$ cat config.mk
export PLATFORM = sky130hd
export DESIGN_NAME = sor_ctrl
export DESIGN_NICKNAME = d
export VERILOG_FILES = /design/src/rtl/sor_pkg.sv /design/src/rtl/sor_ctrl.sv
export SDC_FILE = /design/constraint.sdc
export NUM_CORES = 1
export LEC_CHECK = 0
export ABC_AREA = 1
export BUFFER_PORTS_ARGS = -buffer_cell sky130_fd_sc_hd__buf_4
export CAP_MARGIN = 20
export CORE_MARGIN = 3
export CORE_UTILIZATION = 40
export CTS_CLUSTER_DIAMETER = 60
export CTS_CLUSTER_SIZE = 25
export DETAILED_ROUTE_END_ITERATION = 7
export PLACE_DENSITY_LB_ADDON = 0.15
export SETUP_SLACK_MARGIN = 0.1
export SLEW_MARGIN = 0
export SYNTH_ARGS = -nofsm -noshare
export SYNTH_HDL_FRONTEND = slang
export SYNTH_SLANG_ARGS = --single-unit
$ cat constraint.sdc
create_clock -name clk -period 1.2 [get_ports clk]
set_input_delay 0.18 -clock clk [delete_from_list [all_inputs] [get_ports clk]]
set_output_delay 0.18 -clock clk [all_outputs]
set_load 0.01 [all_outputs]
$ cat src/rtl/sor_pkg.sv
// Shared types, codes and constants for the shape outline rasterizer.
// Holds the controller/datapath command and status structs and the
// elaboration-time trig table generator. Depends on nothing.
package sor_pkg;

  // Signed width used for rectangle corner arithmetic (11-bit position plus 10-bit size).
  localparam int CW = 13;

  localparam int ANGLE_STEPS = 629;
  localparam int ANGLE_W     = 10;

  localparam logic [63:0] HALF_PI_Q30 = 64'd1686629713;
  localparam logic [63:0] ONE_Q30     = 64'd1073741824;

  localparam logic [1:0] FUNC_RECT = 2'd0;
  localparam logic [1:0] FUNC_OVAL = 2'd1;
  localparam logic [1:0] FUNC_READ = 2'd2;

  // The four straight runs of a rectangle outline.
  typedef enum logic [1:0] {
    RUN_TOP    = 2'd0,
    RUN_RIGHT  = 2'd1,
    RUN_BOTTOM = 2'd2,
    RUN_LEFT   = 2'd3
  } sor_run_t;

  typedef struct packed {
    logic     load;
    logic     oval_start;
    logic     clr_step;
    logic     run_init;
    logic     run_step;
    logic     rd_issue;
    logic     out_load;
    sor_run_t run_sel;
  } sor_cmd_t;

  typedef struct packed {
    logic clr_last;
    logic run_zero;
    logic oval_busy;
    logic out_free;
  } sor_status_t;

  // Cosine or sine of k/100 in signed Q2.fbits, rounded to nearest.
  // Evaluated only at elaboration to build the constant angle table.
  function automatic logic signed [63:0] trig_value(input int k, input int fbits,
                                                    input logic want_sin);
    logic [63:0]        theta;
    logic [63:0]        q;
    logic [63:0]        a;
    logic [63:0]        term;
    logic [63:0]        ur;
    logic signed [63:0] r;
    logic signed [63:0] cs;
    logic signed [63:0] sn;
    logic signed [63:0] cr;
    logic signed [63:0] sr;
    logic signed [63:0] res;
    int                 n;
    theta = ((64'(k) << 30) + 64'd50) / 64'd100;
    q     = (theta + HALF_PI_Q30 / 2) / HALF_PI_Q30;
    r     = $signed(theta) - $signed(q * HALF_PI_Q30);
    a     = (r < 0) ? 64'(-r) : 64'(r);
    term  = ONE_Q30;
    cs    = $signed(ONE_Q30);
    sn    = 64'sd0;
    for (n = 1; n <= 15; n++) begin
      term = ((term * a) >> 30) / 64'(n);
      unique case (n & 3)
        1:       sn = sn + $signed(term);
        2:       cs = cs - $signed(term);
        3:       sn = sn - $signed(term);
        default: cs = cs + $signed(term);
      endcase
    end
    ur = (64'(cs) + (64'd1 << (29 - fbits))) >> (30 - fbits);
    cr = $signed(ur);
    ur = (64'(sn) + (64'd1 << (29 - fbits))) >> (30 - fbits);
    sr = $signed(ur);
    if (r < 0) begin
      sr = -sr;
    end
    unique case (q[1:0])
      2'd0: res = want_sin ? sr : cr;
      2'd1: res = want_sin ? cr : -sr;
      2'd2: res = want_sin ? -sr : -cr;
      2'd3: res = want_sin ? -cr : sr;
    endcase
    return res;
  endfunction

endpackage

$ cat src/rtl/sor_ctrl.sv
// Controller state machine: clear pass, command dispatch, rectangle run
// sequencing, ellipse wait and pixel read. Uses sor_pkg command/status types.
module sor_ctrl
  import sor_pkg::*;
(
  input  logic        clk,
  input  logic        rst_n,
  input  logic        in_valid,
  input  logic [1:0]  in_func,
  output logic        in_stall,
  output sor_cmd_t    cmd,
  input  sor_status_t st
);

  typedef enum logic [6:0] {
    S_CLEAR     = 7'b0000001,
    S_IDLE      = 7'b0000010,
    S_RECT_INIT = 7'b0000100,
    S_RECT_RUN  = 7'b0001000,
    S_OVAL      = 7'b0010000,
    S_RD_WAIT   = 7'b0100000,
    S_RD_DATA   = 7'b1000000
  } sor_state_t;

  sor_state_t state_r, state_nxt;
  sor_run_t   run_idx_r, run_idx_nxt;
  logic       accept;

  assign accept   = in_valid && (state_r == S_IDLE);
  assign in_stall = (state_r != S_IDLE);

  always_comb begin
    state_nxt       = state_r;
    run_idx_nxt     = run_idx_r;
    cmd             = '0;
    cmd.run_sel     = run_idx_r;
    cmd.load        = accept;
    cmd.oval_start  = accept && (in_func == FUNC_OVAL);
    unique case (state_r)
      S_CLEAR: begin
        cmd.clr_step = 1'b1;
        if (st.clr_last) begin
          state_nxt = S_IDLE;
        end
      end
      S_IDLE: begin
        if (accept) begin
          unique case (in_func)
            FUNC_RECT: begin
              run_idx_nxt = RUN_TOP;
              state_nxt   = S_RECT_INIT;
            end
            FUNC_OVAL: state_nxt = S_OVAL;
            FUNC_READ: state_nxt = S_RD_WAIT;
            default:   state_nxt = S_IDLE;
          endcase
        end
      end
      S_RECT_INIT: begin
        cmd.run_init = 1'b1;
        state_nxt    = S_RECT_RUN;
      end
      S_RECT_RUN: begin
        if (st.run_zero) begin
          if (run_idx_r == RUN_LEFT) begin
            state_nxt = S_IDLE;
          end else begin
            run_idx_nxt = sor_run_t'(run_idx_r + 2'd1);
            state_nxt   = S_RECT_INIT;
          end
        end else begin
          cmd.run_step = 1'b1;
        end
      end
      S_OVAL: begin
        if (!st.oval_busy) begin
          state_nxt = S_IDLE;
        end
      end
      S_RD_WAIT: begin
        // The output register is empty by the next edge, so the read may go out.
        if (st.out_free) begin
          cmd.rd_issue = 1'b1;
          state_nxt    = S_RD_DATA;
        end
      end
      S_RD_DATA: begin
        cmd.out_load = 1'b1;
        state_nxt    = S_IDLE;
      end
      default: state_nxt = S_IDLE;
    endcase
  end

  always_ff @(posedge clk) begin
    if (!rst_n) begin
      state_r   <= S_CLEAR;
      run_idx_r <= RUN_TOP;
    end else begin
      state_r   <= state_nxt;
      run_idx_r <= run_idx_nxt;
    end
  end

endmodule

==> impl_metrics.tcl <==
set metrics [dict create \
    vdd_drop_max_mv 0.830 \
    power.leakage_nw 0.621 \
    initial_core_utilization_pct 44.7 \
    cts_buffer_depth 2 \
    intPower_w 0.000806 \
    hpwlAfterDp_um 1450 \
    layout.cells.most_common "sky130_fd_sc_hd__buf_4" \
    first_iter_violations 19 \
    final.setup.worst_slack_ps -288 \
    synth-seq-area-share_pct 25.3 \
    distinct_cell_type_count_after_synthesis 23 \
    slew_of_the_pin_with_the_lowest_slew_margin_ps 307 \
    maximum_number_of_pins_on_one_net_before_global_route_repair 9 \
    overall_power_w 0.00134 \
    unrepaired_setup_endpoints_after_global_routing "yes" \
    clock-sinks 9 \
    hold-path-cell-count 2 \
    slew_violations 0 \
    clkPwrFrac_pct 18.4 \
    p_seq_share_pct 28.3 \
    drt-met1-wl_um 902 \
    rr_endpoint "state_r[1]" \
    max_cap_viol 0 \
    clock-skew-final_ps 9.17 \
    violations_in_the_final_reports "setup timing" \
    die_y_um 48.2 \
    rrSetupSlack_ps -290 \
    worst_hold_path_type "input pin to flip-flop" \
    cts_tree "done" \
    timing.final.hold_violations 0 \
    fmax_mhz 672 \
    setup.worst_path.start_class "flip-flop" \
    first_pass_iters 4 \
    min_to "state_r[0]" \
    arrival_ps 1640 \
    die_w_um 48.2 \
    power_density_nw_per_um2 1130 \
    core_area_um2 1590 \
    route.antenna.remaining_nets 0 \
    criticalPathCategory "flip-flop to flip-flop" \
    overflow 0 \
    mappedNetlistNets 125 \
    design.portCount 19 \
    numCtsBuffers 3 \
    met3RoutedLength_um 158 \
    filler_cell_count 131 \
    pwr-share-comb_pct 53.3 \
    netlist_instances 115 \
    worstReg2RegStart "state_r[4]" \
    end_kind "flip-flop" \
    routed.top_layer "met4" \
    detailroute.via_count 902 \
    insertion_delay_ps 260 \
    vias_in_the_first_global_route 823 \
    wl_per_cell_um 11.9 \
    post_route_cells_drive_above_1_share_pct 53.5 \
    antenna_found_initial 0 \
    reg2regPathDepth 11 \
    worst_slew_margin_rel_pct 79.5 \
    holdCritStartpoint "rst_n" \
    finalSetupViolCount 17 \
    met2WireLength_um 1100 \
    switching_share_pct 39.9 \
    fin_nets 170 \
    postSynthRegisterBits 9 \
    drc_errors 0 \
    most_frequent_cells_in_the_layout "sky130_fd_sc_hd__buf_4, sky130_fd_sc_hd__nand2_1, sky130_fd_sc_hd__nor2_1" \
    dp_slack_ps -137 \
    net-switching-power_w 0.000536 \
    wire_length_of_the_first_global_routing_pass_um 3490 \
    drt-total-wl_um 2180 \
    path_clk_slew_ps 70 \
    finalWorstPathRequiredPeriod_ps 1490 \
    grt_util_all_layers_pct 21.6 \
    ctsHtreeMaxLevel 1 \
    insertedDiodeCount 0 \
    gp_congestion 0.896 \
    synthesis.area_per_instance_um2 6.20 \
    outcome "finished with violations" \
    period_share_pct 124 \
    worst-path-max-fanout 5 \
    yosysWarningCount 0 \
    floorplan.die_area_um2 2330 \
    buffer_ports.inserted 18 \
    cts-root-buf "sky130_fd_sc_hd__clkbuf_4" \
    flow.area_growth_from_synthesis_pct 65.8 \
    worst-endpoint-required_ps 1350 \
    detail_route.vias_per_cell 4.93 \
    placement_rows 14 \
    syn_area_um2 713 \
]
-- worst max path at each step --
stage / startpoint / end / slack, ps / cells past startpoint
4_1_cts: state_r[4] / state_r[3] / -250 / 11
6_report: state_r[4] / state_r[1] / -290 / 11
5_1_grt: state_r[4] / state_r[1] / -380 / 11
3_5_place_dp: state_r[4] / run_idx_r[1] / -140 / 9
2_1_floorplan: state_r[4] / run_idx_r[0] / 20 / 9
3_3_place_gp: state_r[4] / state_r[1] / -120 / 10
-- Yosys cell counts --
library cell | number | area share [%]
sky130_fd_sc_hd__nand2_1 | 28 | 15
sky130_fd_sc_hd__nor2_1 | 19 | 10
sky130_fd_sc_hd__inv_1 | 17 | 8.9
sky130_fd_sc_hd__dfxtp_1 | 9 | 25
sky130_fd_sc_hd__nand3_1 | 7 | 4.9
sky130_fd_sc_hd__nor3_1 | 5 | 3.5
sky130_fd_sc_hd__inv_2 | 4 | 2.1
sky130_fd_sc_hd__nor2_4 | 4 | 6.3
sky130_fd_sc_hd__nand2_2 | 3 | 2.6
sky130_fd_sc_hd__nand3_2 | 3 | 4.2
sky130_fd_sc_hd__nand4_1 | 3 | 2.6
sky130_fd_sc_hd__nand3b_1 | 2 | 2.1
sky130_fd_sc_hd__a21oi_1 | 1 | 0.70
sky130_fd_sc_hd__buf_2 | 1 | 0.70
sky130_fd_sc_hd__buf_4 | 1 | 1.1
sky130_fd_sc_hd__ha_1 | 1 | 1.8
sky130_fd_sc_hd__nand2_4 | 1 | 1.6
sky130_fd_sc_hd__nor2_2 | 1 | 0.88
sky130_fd_sc_hd__nor4_1 | 1 | 0.88
sky130_fd_sc_hd__o211ai_1 | 1 | 1.1
sky130_fd_sc_hd__o21ai_1 | 1 | 0.70
sky130_fd_sc_hd__o21ai_4 | 1 | 2.3
sky130_fd_sc_hd__o21bai_1 | 1 | 1.1
-- metal layers --
metal  global-route usage (%)  vias up
li1                         -      446
met1                     26.0      411
met2                     36.7       41
met3                     4.80        4
met4                     8.60        0
met5                        0        -
-- kinds of logic (layout without fill, tap and decap cells) --
group                    Yosys count  count (layout)  share of synthesized area, %
AND/OR/NAND/NOR                   77              77                          54.4
buffers and inverters             23              67                          12.8
flip-flops                         9               9                          25.3
AO/OA/AOI/OAI                      5               5                          5.79
adder cells (fa/ha/maj)            1               1                          1.75
-- state kept, by name (all words and copies together), names as in the netlist --
register   cells
state_r        7
run_idx_r      2
-- power by group through the flow --
stage / clock [W] / sequential (W) / combinational, W
final: 0.000248 / 0.000379 / 0.000715
after global routing: 0.000264 / 0.000384 / 0.000780
after global placement: 0 / 0.000375 / 0.000502
after floorplan: 0 / 0.000375 / 0.000348
after CTS: 0.000241 / 0.000375 / 0.000675
after detailed placement: 0 / 0.000377 / 0.000512
-- layout make-up --
type,instances,area (µm²),area share [%]
inverters,21,81.3,6.88
repair buffers,42,338,28.6
multi-input cells,83,517,43.7
well taps,24,30.0,2.54
clock buffers,4,26.3,2.22
flip-flops and latches,9,190,16.1
-- worst max-delay path, stage by stage (launching register included) --
cell,delay [ps]
sky130_fd_sc_hd__dfxtp_2,360
sky130_fd_sc_hd__inv_4,50
sky130_fd_sc_hd__nand2_4,60
sky130_fd_sc_hd__nor2_4,50
sky130_fd_sc_hd__buf_6,120
sky130_fd_sc_hd__buf_6,100
sky130_fd_sc_hd__nand3b_1,160
sky130_fd_sc_hd__nand3_2,140
sky130_fd_sc_hd__nor2_4,160
sky130_fd_sc_hd__nand2_1,70
sky130_fd_sc_hd__nand2_1,60
sky130_fd_sc_hd__nor2_1,40
-- per-stage QoR --
step           area, µm²  hold WS (ps)  setup TNS (ps)  instances  util [%]
6_report            1180           159           -3530        183      74.2
5_1_grt             1180           164           -4960        183      74.2
3_3_place_gp         933           415            -952        162      58.6
3_5_place_dp         933           415           -1110        162      58.6
2_1_floorplan        728           359               0        115         -
4_1_cts             1150           135           -3140        181      72.3
-- repair_timing --
item | in CTS | in global routing
endpoints found under the setup margin | 17 | 17
hold buffers | 0 | 0
pin swaps | 17 | 12
setup buffers | 16 | 3
gates resized for setup | 27 | 4
(Power assumes the default switching activity.)
